### config.mk
export PLATFORM = sky130hd
export DESIGN_NAME = signed_decimal_seven_segment_formatter
export DESIGN_NICKNAME = d
export VERILOG_FILES = /design/src/rtl/core/sdsf_pkg.sv /design/src/rtl/core/signed_decimal_seven_segment_formatter.sv
export SDC_FILE = /design/constraint.sdc
export NUM_CORES = 1
export LEC_CHECK = 0
export BUFFER_PORTS_ARGS = -buffer_cell sky130_fd_sc_hd__buf_4
export CAP_MARGIN = 20
export CORE_AREA = 2 2 112 114
export CTS_CLUSTER_SIZE = 14
export DETAILED_ROUTE_END_ITERATION = 6
export DIE_AREA = 0 0 114 116
export HOLD_SLACK_MARGIN = 0.12
export PLACE_DENSITY = 0.87
export RECOVER_POWER = 50
export SYNTH_ARGS = -nofsm -noshare
export SYNTH_HDL_FRONTEND = slang
export SYNTH_SLANG_ARGS = --single-unit
### constraint.sdc
create_clock -name clk -period 12.3 [get_ports clk]
set_input_delay 0.615 -clock clk [delete_from_list [all_inputs] [get_ports clk]]
set_output_delay 0.615 -clock clk [all_outputs]
set_load 0.02 [all_outputs]
### src/rtl/core/sdsf_pkg.sv
`default_nettype none

package sdsf_pkg;

  localparam int DIGITS  = 6;
  localparam int VALUE_W = 21;
  localparam int POS_W   = 3;
  localparam int SEG_W   = 8;
  localparam int MAG_W   = $clog2(10 ** DIGITS);
  localparam int BCD_W   = 4 * DIGITS;
  localparam int CNT_W   = $clog2(MAG_W);

  localparam logic signed [VALUE_W-1:0] VAL_MAX = VALUE_W'(10 ** DIGITS - 1);
  localparam logic signed [VALUE_W-1:0] VAL_MIN = VALUE_W'(-(10 ** (DIGITS - 1) - 1));

  localparam logic [SEG_W-1:0] SEG_POINT = 8'h80;
  localparam logic [SEG_W-1:0] SEG_MINUS = 8'h40;
  localparam logic [SEG_W-1:0] SEG_BLANK = 8'h00;

  // program steps
  localparam int PC_W = 2;
  localparam logic [PC_W-1:0] STEP_WAIT   = 2'd0;
  localparam logic [PC_W-1:0] STEP_DABBLE = 2'd1;
  localparam logic [PC_W-1:0] STEP_FORMAT = 2'd2;

  typedef enum logic [1:0] {
    OP_WAIT,
    OP_DABBLE,
    OP_FORMAT
  } op_t;

  typedef enum logic [1:0] {
    COND_NEVER,
    COND_NOT_START,
    COND_CNT_NZ,
    COND_ALWAYS
  } cond_t;

  typedef struct packed {
    op_t              op;
    cond_t            cond;
    logic [PC_W-1:0]  target;
  } ctrl_t;

  // microprogram: jump to target when the condition holds, else fall through
  function automatic ctrl_t ctrl_rom(input logic [PC_W-1:0] pc);
    ctrl_t w;
    case (pc)
      STEP_WAIT:   w = '{op: OP_WAIT,   cond: COND_NOT_START, target: STEP_WAIT};
      STEP_DABBLE: w = '{op: OP_DABBLE, cond: COND_CNT_NZ,    target: STEP_DABBLE};
      STEP_FORMAT: w = '{op: OP_FORMAT, cond: COND_ALWAYS,    target: STEP_WAIT};
      default:     w = '{op: OP_WAIT,   cond: COND_ALWAYS,    target: STEP_WAIT};
    endcase
    return w;
  endfunction

  function automatic logic [SEG_W-1:0] seg_decode(input logic [3:0] nib);
    logic [SEG_W-1:0] s;
    case (nib)
      4'd0:    s = 8'h3F;
      4'd1:    s = 8'h06;
      4'd2:    s = 8'h5B;
      4'd3:    s = 8'h4F;
      4'd4:    s = 8'h66;
      4'd5:    s = 8'h6D;
      4'd6:    s = 8'h7D;
      4'd7:    s = 8'h07;
      4'd8:    s = 8'h7F;
      4'd9:    s = 8'h6F;
      default: s = SEG_BLANK;
    endcase
    return s;
  endfunction

endpackage

`default_nettype wire

### src/rtl/core/signed_decimal_seven_segment_formatter.sv
`default_nettype none

// Signed decimal formatter for a six-digit seven-segment row.
// Input: drive value and point_position and raise start; the item is taken
// at a rising edge with start high and busy low. busy stays high while the
// item is being converted, and start is ignored during that time.
// Output: one result per item. done is high for exactly one cycle, and
// segments_digit_0..5 (leftmost first, gfedcba with bit 7 as point) and
// overflow are valid in that cycle; they hold until the next result.
// The receiver cannot stall; a result must be taken in its done cycle.
// Conversion: the accepting edge loads the operands in the wait step; the
// dabble step shifts in the 20-bit magnitude bit by bit with add-3
// correction, then a format step registers the patterns and done. A new
// item may be accepted in the done cycle but not while busy, so the
// binary-to-decimal loop sets the throughput. Control is a three-step
// microprogram with a step counter. Reset (rst, synchronous) returns the
// sequencer to waiting and clears done; no item in flight survives it.
module signed_decimal_seven_segment_formatter (
  input  logic                                 clk,
  input  logic                                 rst,
  input  logic                                 start,
  output logic                                 busy,
  output logic                                 done,
  input  logic signed [sdsf_pkg::VALUE_W-1:0]  value,
  input  logic [sdsf_pkg::POS_W-1:0]           point_position,
  output logic [sdsf_pkg::SEG_W-1:0]           segments_digit_0,
  output logic [sdsf_pkg::SEG_W-1:0]           segments_digit_1,
  output logic [sdsf_pkg::SEG_W-1:0]           segments_digit_2,
  output logic [sdsf_pkg::SEG_W-1:0]           segments_digit_3,
  output logic [sdsf_pkg::SEG_W-1:0]           segments_digit_4,
  output logic [sdsf_pkg::SEG_W-1:0]           segments_digit_5,
  output logic                                 overflow
);
  import sdsf_pkg::*;

  logic [PC_W-1:0]  pc;
  logic [PC_W-1:0]  pc_next;
  ctrl_t            ctrl;
  logic             take;
  logic [CNT_W-1:0] cnt;

  logic [BCD_W-1:0] bcd;
  logic [BCD_W-1:0] bcd_adj;
  logic [MAG_W-1:0] bin;
  logic             neg;
  logic             ovf;
  logic [POS_W-1:0] pos;

  logic signed [VALUE_W-1:0] clamped;
  logic                      clamp_ovf;
  logic [MAG_W-1:0]          mag;

  logic [SEG_W-1:0] seg_q    [DIGITS];
  logic [SEG_W-1:0] seg_next [DIGITS];
  logic             overflow_q;

  // sequencer
  always_comb begin
    ctrl = ctrl_rom(pc);
    case (ctrl.cond)
      COND_NOT_START: take = !start;
      COND_CNT_NZ:    take = (cnt != '0);
      COND_ALWAYS:    take = 1'b1;
      default:        take = 1'b0;
    endcase
    pc_next = take ? ctrl.target : pc + PC_W'(1);
  end

  assign busy = (pc != STEP_WAIT);

  // clamp and magnitude of the incoming value
  always_comb begin
    clamp_ovf = 1'b0;
    clamped   = value;
    if (value > VAL_MAX) begin
      clamped   = VAL_MAX;
      clamp_ovf = 1'b1;
    end else if (value < VAL_MIN) begin
      clamped   = VAL_MIN;
      clamp_ovf = 1'b1;
    end
    if (clamped[VALUE_W-1]) begin
      mag = MAG_W'(-clamped);
    end else begin
      mag = MAG_W'(clamped);
    end
  end

  // add 3 to every decimal digit of 5 or more before the shift
  always_comb begin
    bcd_adj = bcd;
    for (int i = 0; i < DIGITS; i++) begin
      if (bcd[4*i +: 4] >= 4'd5) begin
        bcd_adj[4*i +: 4] = bcd[4*i +: 4] + 4'd3;
      end
    end
  end

  // patterns, leftmost digit first
  always_comb begin
    logic       seen;
    logic [3:0] nib;
    logic [SEG_W-1:0] pat;
    seen = 1'b0;
    for (int d = 0; d < DIGITS; d++) begin
      nib = bcd[4*(DIGITS-1-d) +: 4];
      if (nib != 4'd0) begin
        seen = 1'b1;
      end
      pat = (seen || d == DIGITS - 1) ? seg_decode(nib) : SEG_BLANK;
      if (pos != '0 && int'(pos) < DIGITS && int'(pos) == DIGITS - 1 - d) begin
        pat = pat | SEG_POINT;
      end
      seg_next[d] = pat;
    end
    if (neg) begin
      seg_next[0] = SEG_MINUS;
    end
  end

  always_ff @(posedge clk) begin
    if (rst) begin
      pc   <= STEP_WAIT;
      cnt  <= '0;
      done <= 1'b0;
    end else begin
      pc   <= pc_next;
      done <= (ctrl.op == OP_FORMAT);
      case (ctrl.op)
        OP_WAIT: begin
          if (start) begin
            cnt <= CNT_W'(MAG_W - 1);
          end
        end
        OP_DABBLE: begin
          cnt <= cnt - CNT_W'(1);
        end
        default: begin
        end
      endcase
    end
  end

  // datapath
  always_ff @(posedge clk) begin
    case (ctrl.op)
      OP_WAIT: begin
        if (start) begin
          bcd <= '0;
          bin <= mag;
          neg <= clamped[VALUE_W-1];
          ovf <= clamp_ovf;
          pos <= point_position;
        end
      end
      OP_DABBLE: begin
        bcd <= {bcd_adj[BCD_W-2:0], bin[MAG_W-1]};
        bin <= {bin[MAG_W-2:0], 1'b0};
      end
      OP_FORMAT: begin
        seg_q      <= seg_next;
        overflow_q <= ovf;
      end
      default: begin
      end
    endcase
  end

  assign segments_digit_0 = seg_q[0];
  assign segments_digit_1 = seg_q[1];
  assign segments_digit_2 = seg_q[2];
  assign segments_digit_3 = seg_q[3];
  assign segments_digit_4 = seg_q[4];
  assign segments_digit_5 = seg_q[5];
  assign overflow         = overflow_q;

  a_done_after_format: assert property (@(posedge clk) disable iff (rst)
    done |-> $past(pc == STEP_FORMAT))
    else $error("done without a format step");

  a_accept_busy: assert property (@(posedge clk) disable iff (rst)
    (start && !busy) |=> (busy && pc == STEP_DABBLE))
    else $error("accepted item did not start conversion");

  a_done_single: assert property (@(posedge clk) disable iff (rst)
    done |=> !done)
    else $error("done held longer than one cycle");

  a_minus_shape: assert property (@(posedge clk) disable iff (rst)
    (done && neg) |-> (segments_digit_0 == SEG_MINUS))
    else $error("negative result without minus on leftmost digit");

endmodule

`default_nettype wire

==> flow_summary.yaml, run 1 <==
global_routing:
  grt_max_degree: 69
  grt_pass1_wl_um: 24400
  overflow: 0
  grtUsageTotal_pct: 23.6
  grt_pass1_vias: 5256
  antenna_found_initial: 0
placement:
  place_ws_ps: 7830
  hpwl_um: 10000
  placed_area_mm2: 0.00821
  io_buffers: 77
  gp_congestion: 0.946
routing:
  drt-initial-drc-count: 520
  drc: 0
  ant_nets: 0
  wl_per_cell_um: 16.3
  vias: 5527
  vias_per_cell: 5.90
  postRouteWirelength_um: 15200
  drt_pass1_iterations: 5
synthesis:
  avgSynthCellArea_um2: 10.7
  syn_nets: 785
  synth.cell_area_mm2: 0.00751
  synth_mux_area_share_pct: 3.48
  synth_compound_area_share_pct: 14.0
  synthAdderAreaFrac_pct: 9.83
  synth_top_family_by_area: "simple AND/OR/NAND/NOR gates"
  synth_largest_area_cell: "edfxtp_1"
  ys_warn_count: 0
  yosys-top-cells-count: "edfxtp_1, ha_1, nor2_1"
  ys_top_cells_by_area: "edfxtp_1, dfxtp_1, ha_1"
  synth_edf_count: 98
  synth_seq_cells: 141
  syn_inst: 699
  synth_most_common_cell: "edfxtp_1"
  synthFlopType: "edfxtp_1"
  yosys.area_share.xor_xnor_pct: 2.10
  ys_seq_area_share_pct: 50.6
  ys_types: 56
  async_flop_share_pct: 0
  yosys.area.top_type_share_pct: 39.2
  yosys.area_share.simple_pct: 16.5
cts:
  clk_latency_ps: 430
  cts.sinks: 141
  cts_tree: "done"
  clk_pin_slew_ps: 60
  clk_path_buf_depth: 2
  cts_buffers: 17
  post_cts_buffers: 0
  hold_buffers: 0
  cts_max_level: 4
  ctsResizeCount: 0
  cts-root-buf: "clkbuf_16"
setup_path:
  r2r_cells: 11
  cp.arrival_ps: 4310
  crit_end: "bin[18]"
  crit_path_max_fanout: 23
  critPathRequiredTime_ps: 12370
  r2r_slack_ps: 8190
  end_kind: "register"
  critPathKind: "input pin to register"
  crit_path_start_kind: "input pin"
  timing.rr.start: "pc[0]"
  startpoint: "value[1]"
sta:
  report.final.slew_viol_count: 113
  hold_viol_final: 0
  relSlewSlack_pct: -74.8
  clock_skew_ps: 9.04
  worstMarginPinSlew_ps: 2620
  tns_ps: 0
  min_period_ps: 4240
  setup_viol: 0
  clock.fmax_mhz: 236
  timing.final.crit_share_pct: 34.5
  rsz0062_at_grt: "no"
  fin_ws_ps: 8060
die:
  die_h_um: 116
  pin_count: 78
  start_util_pct: 63.0
  num_rows: 40
  die_w_um: 114
  die_area_mm2: 0.0132
  core_mm2: 0.0119
power_and_ir_drop:
  clkPwrFrac_pct: 28.5
  p_seq_share_pct: 38.1
  swShare_pct: 33.4
  power_density_mw_per_mm2: 227
  p_comb_share_pct: 33.4
  p_leak_nw: 3.46
  ir_worst_vdd_mv: 0.139
  power.internal_w: 0.00131
  p_sw_w: 0.000658
cells_and_area:
  area_growth_pct: 15.3
  seqCellArea_mm2: 0.00380
  drive_gt1_share_pct: 12.2
  multi_input_area_mm2: 0.00345
  design_area_mm2: 0.00866
  diodes: 0
  final.fill_count: 852
  fin_nets: 862
status:
  status: "complete, but fails checks"
  failed_checks: "capacitance limit, slew limit"
worst_hold_path:
  hp-class: "input pin to register"
flow_run:
  maxCapViolations: 2
## power groups by stage
stage               Combinational (W)  Clock, W  Sequential [W]
floorplan                    0.000477         0        0.000762
global placement             0.000610         0        0.000750
detailed placement           0.000654         0        0.000758
CTS                          0.000668  0.000564        0.000752
global route                 0.000737  0.000582        0.000766
finish                       0.000659  0.000560        0.000751
## per-layer routing
layer / vias up / wire length, um / GRT usage (%)
met4: 0 / 390 / 10.6
met2: 215 / 7510 / 40.6
met5: - / 0 / 0
li1: 2668 / - / -
met1: 2601 / 6320 / 28.3
met3: 43 / 1030 / 5.96
## layout by cell type, fill, tap and decap left out, drive strengths merged, types with 6 or more instances in the layout
master / count
inv: 46
a22o: 10
o21ai: 39
mux2i: 25
a22oi: 7
xor2: 8
a21boi: 6
clkbuf: 72
nor2b: 14
and2: 48
nand2b: 8
xnor2: 10
a31oi: 10
nor4: 6
a21o: 21
edfxtp: 98
ha: 59
clkinv: 6
nand2: 38
nor3b: 12
a21oi: 37
nor2: 55
buf: 26
dfxtp: 43
o21bai: 6
nor3: 15
## worst max-delay path, cell delays in order
cell and delay [ps]:
buf_4 130, nor3_1 480, nand2_1 170, and3_1 210, o21ai_0 180, a21oi_1 90
o211ai_1 180, ha_1 600, inv_1 260, a21oi_1 250, ha_1 250, nand3b_1 230
nor3_1 260, a311oi_1 150, xor2_1 170, o21ai_0 80
## area by class of cell
| class | instances | area share [%] |
|---|---|---|
| Clock buffer | 17 | 4.91 |
| Clock inverter | 15 | 2.53 |
| Inverter | 44 | 1.91 |
| Multi-Input combinational cell | 491 | 39.8 |
| Sequential cell | 141 | 43.9 |
| Tap cell | 147 | 2.12 |
| Timing Repair Buffer | 81 | 4.77 |
## worst min-delay path by stage
| stage | startpoint | to | depth (start not counted) |
|---|---|---|---|
| floorplan | ovf | overflow | 0 |
| global placement | ovf | overflow | 0 |
| detailed placement | ovf | overflow | 0 |
| CTS | point_position[1] | pos[1] | 1 |
| global route | point_position[1] | pos[1] | 1 |
| finish | point_position[1] | pos[1] | 1 |
## logic make-up after synthesis
kind of cell    after synthesis
simple gates                224
mux                          26
compound gates              163
buf+inv                      67
flops                       141
other cells                   1
fa+ha+maj                    59
xor+xnor                     18
## metrics by stage
step / hold WS, ps / instances / total power, W / utilization, %
finish: 393 / 936 / 0.00197 / 72.7
detailed placement: 426 / 903 / 0.00141 / 68.9
CTS: 355 / 935 / 0.00198 / 74.4
global route: 378 / 936 / 0.00208 / 72.7
floorplan: 400 / 699 / 0.00124 / -
global placement: 426 / 903 / 0.00136 / 68.9
Power figures use the tool's default switching activity.
==> run 2, diff against run 1 <==
--- a/config.mk
+++ b/config.mk
@@ -5,14 +5,15 @@
 export SDC_FILE = /design/constraint.sdc
 export NUM_CORES = 1
 export LEC_CHECK = 0
+export ABC_AREA = 1
 export BUFFER_PORTS_ARGS = -buffer_cell sky130_fd_sc_hd__buf_4
 export CAP_MARGIN = 20
-export CORE_AREA = 2 2 112 114
+export CORE_AREA = 2 2 123 125
 export CTS_CLUSTER_SIZE = 14
 export DETAILED_ROUTE_END_ITERATION = 6
-export DIE_AREA = 0 0 114 116
+export DIE_AREA = 0 0 125 127
 export HOLD_SLACK_MARGIN = 0.12
-export PLACE_DENSITY = 0.87
+export PLACE_DENSITY = 0.79
 export RECOVER_POWER = 50
 export SYNTH_ARGS = -nofsm -noshare
 export SYNTH_HDL_FRONTEND = slang
==> constraint.sdc (replaced) <==
create_clock -name clk -period 3.7 [get_ports clk]
set_input_delay 0.185 -clock clk [delete_from_list [all_inputs] [get_ports clk]]
set_output_delay 0.185 -clock clk [all_outputs]
set_load 0.02 [all_outputs]
==> run 2 against run 1 <==
  * The run now ends clean
  * Via count increased by 6.2%
  * Core utilization decreased by 11 points
  * Total power increased to 3.8 times the previous value
  * Critical path type is now register to register
  * First-iteration DRC count decreased by 44%
  * Cell area increased by 2.3%
==> flow_summary.yaml, run 2 <==
sta:
  tns_ps: 0
  setup_viol: 0
  min_period_ps: 3000
  clock_skew_ps: 5.05
  relSlewSlack_pct: 5.24
  worstMarginPinSlew_ps: 1420
  timing.final.crit_share_pct: 81.0
  clock.fmax_mhz: 334
  report.final.slew_viol_count: 0
  rsz0062_at_grt: "no"
  holdWs_ps: 203
  hold_viol_final: 0
synthesis:
  ys_seq_area_share_pct: 49.4
  ys_types: 45
  ys_warn_count: 0
  synth_top_family_by_area: "simple AND/OR/NAND/NOR gates"
  synth.cell_area_mm2: 0.00770
  synthAdderAreaFrac_pct: 9.59
  yosys.area_share.xor_xnor_pct: 1.14
  synthFlopType: "edfxtp_1"
  avgSynthCellArea_um2: 8.68
  synth_compound_area_share_pct: 9.46
  synth_edf_count: 98
  synth_mux_area_share_pct: 0
  syn_inst: 887
  ys_top_cells_by_area: "edfxtp_1, dfxtp_1, ha_1"
  yosys.area.top_type_share_pct: 38.2
  yosys.area_share.simple_pct: 21.4
  async_flop_share_pct: 0
  syn_nets: 973
  synth_most_common_cell: "nand2_1"
  synth_largest_area_cell: "edfxtp_1"
  yosys-top-cells-count: "nand2_1, inv_1, nor2_1"
  synth_seq_cells: 141
cells_and_area:
  layout_common_cells: "nand2_1, inv_1, nor2_1"
  final_common_cell: "nand2_1"
  fin_nets: 1064
  diodes: 0
  final.fill_count: 1292
  area_growth_pct: 15.1
  drive_gt1_share_pct: 9.79
setup_path:
  critPathKind: "register to register"
  r2r_slack_ps: 700
  crit_path_max_fanout: 64
  cp.arrival_ps: 3340
  r2r_cells: 9
  critPathRequiredTime_ps: 4040
  end_kind: "register"
  timing.rr.start: "pc[1]"
  crit_path_start_kind: "register"
global_routing:
  overflow: 0
  grt_pass1_wl_um: 24300
  antenna_found_initial: 0
  grtUsageTotal_pct: 18.7
  grt_max_degree: 65
  grt_pass1_vias: 5403
die:
  die_h_um: 127
  start_util_pct: 53.4
  core_mm2: 0.0144
  die_area_mm2: 0.0159
  die_w_um: 125
  num_rows: 44
  pin_count: 78
power_and_ir_drop:
  p_leak_nw: 4.10
  power_density_mw_per_mm2: 841
  ir_worst_vdd_mv: 0.448
placement:
  io_buffers: 77
  gp_congestion: 0.869
  hpwl_um: 10300
cts:
  cts.sinks: 141
  cts_buffers: 17
  clk_latency_ps: 420
  clk_path_buf_depth: 2
  cts-root-buf: "clkbuf_16"
  cts_tree: "done"
  cts_max_level: 4
  post_cts_buffers: 0
  clk_pin_slew_ps: 60
routing:
  wl_per_cell_um: 12.1
  drt-initial-drc-count: 289
  ant_nets: 0
  postRouteWirelength_um: 14200
  vias_per_cell: 5.00
  drt_pass1_iterations: 5
  drc: 0
  vias: 5872
status:
  status: "completed"
worst_hold_path:
  hp-class: "input pin to register"
  worstHoldPathCells: 5
  worstHoldStart: "value[17]"
  min_to: "bin[17]"
flow_run:
  maxCapViolations: 0
-- run 2: cells by family after synthesis --
kind of cell / after synthesis
buf+inv: 173
other cells: 1
xor+xnor: 10
simple gates: 380
compound gates: 123
fa+ha+maj: 59
flops: 141
-- run 2: worst max path at each step --
| stage | from | endpoint | slack [ps] | depth (start not counted) |
|---|---|---|---|---|
| after floorplan | pc[0] | register | 280 | 14 |
| after global placement | value[1] | bin[16] | 610 | 22 |
| after detailed placement | value[1] | bin[16] | 540 | 21 |
| after CTS | pc[1] | register | 690 | 10 |
| after global routing | value[8] | bin[16] | 360 | 19 |
| final | pc[1] | register | 700 | 9 |
-- run 2: final cells by class --
class,count,area [um^2],share of cell area [%]
Inverter,155,582,6.57
Timing Repair Buffer,90,475,5.37
Clock buffer,22,474,5.35
Sequential cell,141,3800,42.9
Tap cell,184,230,2.60
Clock inverter,10,90.1,1.02
Multi-Input combinational cell,573,3210,36.2
-- run 2: critical path, cell delays in order, from the launching register on --
cell and delay (ps):
dfxtp_1 330, inv_1 90, ha_1 370, nand2_1 190, nand2_4 360, o21ai_0 710, inv_1 200, ha_1 220
or2_2 290, a31oi_1 160
-- run 2: through the flow --
stage | util, % | cell area (um^2) | setup WS (ps) | std cells | power, W
after floorplan | - | 7700 | 278 | 887 | 0.00515
after global placement | 58.7 | 8470 | 614 | 1139 | 0.00580
after detailed placement | 58.7 | 8470 | 536 | 1139 | 0.00594
after CTS | 62.9 | 9080 | 694 | 1175 | 0.00759
after global routing | 61.4 | 8860 | 357 | 1175 | 0.00809
final | 61.4 | 8860 | 704 | 1175 | 0.00745
-- run 2: routing by layer --
layer | vias to the layer above | part of all wire [%] | global-route usage, %
met1 | 2646 | 43 | 22.9
li1 | 3064 | - | -
met3 | 22 | 4.8 | 3.94
met2 | 140 | 50 | 32.7
met5 | - | 0 | 0
met4 | 0 | 2.2 | 7.12
-- run 2: where the power goes --
group	switching, W	total, W	leakage (nW)	internal (W)
Combinational	0.00204	0.00307	2.54	0.00103
Sequential	0.000255	0.00278	1.29	0.00252
Clock	0.000628	0.00160	0.274	0.000973
Total	0.00292	0.00745	4.10	0.00453
-- run 2: repair_timing --
item | in CTS | in global routing
hold buffers | 4 | 0
endpoints found under the hold margin | 9 | 0
gates resized for setup | 0 | 0
==> run 3, diff against run 2 <==
--- a/config.mk
+++ b/config.mk
@@ -8,12 +8,12 @@
 export ABC_AREA = 1
 export BUFFER_PORTS_ARGS = -buffer_cell sky130_fd_sc_hd__buf_4
 export CAP_MARGIN = 20
-export CORE_AREA = 2 2 123 125
+export CORE_AREA = 2 2 117 119
 export CTS_CLUSTER_SIZE = 14
 export DETAILED_ROUTE_END_ITERATION = 6
-export DIE_AREA = 0 0 125 127
+export DIE_AREA = 0 0 119 121
 export HOLD_SLACK_MARGIN = 0.12
-export PLACE_DENSITY = 0.79
+export PLACE_DENSITY = 0.82
 export RECOVER_POWER = 50
 export SYNTH_ARGS = -nofsm -noshare
 export SYNTH_HDL_FRONTEND = slang
==> constraint.sdc (replaced) <==
create_clock -name clk -period 2.8 [get_ports clk]
set_input_delay 0.14 -clock clk [delete_from_list [all_inputs] [get_ports clk]]
set_output_delay 0.14 -clock clk [all_outputs]
set_load 0.02 [all_outputs]
==> run 3 against run 2 <==
  * Clock skew grew 5.7 ps
  * Critical path depth grew 2
  * Highest routed layer unchanged
  * Cell area grew 3.6%
  * Register-to-register slack lost 550 ps
==> flow_summary.yaml, run 3 (synthesized netlist as in run 2, its figures left out) <==
global_routing:
  grt_pass1_vias: 6060
  overflow: 0
  grt_pass1_wl_um: 26000
  grt_max_degree: 37
  antenna_found_initial: 0
  grtUsageTotal_pct: 22.5
sta:
  hold_viol_final: 0
  relSlewSlack_pct: 45.0
  setup_viol: 0
  worstMarginPinSlew_ps: 825
  timing.final.crit_share_pct: 94.6
  clock.fmax_mhz: 378
  fin_ws_ps: 151
  clock_skew_ps: 10.8
  report.final.slew_viol_count: 0
  min_period_ps: 2650
  rsz0062_at_grt: "no"
routing:
  drt_pass1_iterations: 5
  ant_nets: 0
  vias: 6191
  drc: 0
  drt-initial-drc-count: 432
  postRouteWirelength_um: 15600
  vias_per_cell: 5.19
  wl_per_cell_um: 13.0
power_and_ir_drop:
  p_comb_share_pct: 42.8
  ir_worst_vdd_mv: 0.620
  p_sw_w: 0.00406
  swShare_pct: 39.2
  power_density_mw_per_mm2: 1130
  power.internal_w: 0.00629
  p_leak_nw: 4.28
  p_seq_share_pct: 35.4
  clkPwrFrac_pct: 21.8
cts:
  cts-root-buf: "clkbuf_16"
  cts_max_level: 4
  cts_buffers: 17
  clk_latency_ps: 420
  cts_tree: "done"
  clk_path_buf_depth: 2
  cts.sinks: 141
  clk_pin_slew_ps: 60
setup_path:
  crit_path_start_kind: "register"
  crit_path_max_fanout: 36
  cp.arrival_ps: 2970
  end_kind: "register"
  critPathRequiredTime_ps: 3120
  critPathKind: "register to register"
placement:
  hpwl_um: 10800
  placed_area_mm2: 0.00870
  io_buffers: 77
  place_ws_ps: -226
  gp_congestion: 0.883
cells_and_area:
  diodes: 0
  fin_nets: 1091
  design_area_mm2: 0.00918
  utilization_pct: 70.2
  final_common_cell: "nand2_1"
  area_growth_pct: 19.3
  layout_common_cells: "nand2_1, inv_1, nor2_1"
  drive_gt1_share_pct: 13.9
die:
  die_area_mm2: 0.0144
  num_rows: 42
  start_util_pct: 58.8
  die_h_um: 121
  die_w_um: 119
  core_mm2: 0.0131
  pin_count: 78
status:
  status: "completed"
worst_hold_path:
  hp-class: "input pin to register"
flow_run:
  maxCapViolations: 0
-- run 3: changes by cell type in the layout (fill, tap and decap cells not counted), sizes merged --
cell,before,now
inv,154,156
clkbuf,81,83
buf,27,55
clkinv,8,3
-- run 3: area by class of cell --
type	count	area [um^2]
clock buffer	25	538
timing repair buffer	117	708
fill	993	3900
inverter	155	582
tap	176	220
multi-input combinational	573	3260
sequential	141	3800
clock inverter	7	70.1
-- run 3: per-layer routing --
layer  global-route usage, %  vias up  part of all wire [%]
met3                    4.37       39                   5.1
met2                    42.2      201                    52
li1                        -     3118                     -
met5                       0        -                     0
met1                    24.6     2833                    40
met4                    9.75        0                   2.4
-- run 3: timing repair --
action / in CTS / in global routing
setup endpoints to repair: 0 / 20
hold buffers: 4 / 0
setup buffers: 0 / 1
resized for setup: 0 / 16
hold endpoints to repair: 11 / 0
-- run 3: final timing paths --
kind / startpoint / end / slack (ps) / cells past startpoint
hold / removal: value[17] / bin[17] / 150 / 5
setup / recovery: pc[0] / register / 150 / 11
hold reg to reg: ovf / overflow / 420 / 0
setup reg to reg: pc[0] / register / 150 / 11
-- run 3: critical path, cell delays in order (launching register included) --
cell,delay (ps)
dfxtp_1,360
inv_1,120
ha_1,360
nor2_1,180
inv_1,70
nand2_2,110
buf_12,210
inv_1,130
or2_2,320
o21ai_1,260
nand2_1,160
o21ai_0,260
-- run 3: stage by stage --
stage | total power, W | TNS (ps) | cells | hold WS (ps)
final | 0.0104 | 0 | 1194 | 149
after global routing | 0.0111 | 0 | 1194 | 189
after CTS | 0.0104 | 0 | 1193 | 136
after detailed placement | 0.00806 | -1380 | 1157 | 320
after global placement | 0.00782 | -540 | 1157 | 320
after floorplan | 0.00684 | 0 | 887 | 209
-- run 3: power by group through the flow --
stage | clock [W] | sequential [W] | combinational, W
2_1_floorplan | 0 | 0.00376 | 0.00308
3_3_place_gp | 0 | 0.00366 | 0.00416
3_5_place_dp | 0 | 0.00370 | 0.00436
4_1_cts | 0.00227 | 0.00367 | 0.00451
5_1_grt | 0.00236 | 0.00375 | 0.00504
6_report | 0.00226 | 0.00367 | 0.00443
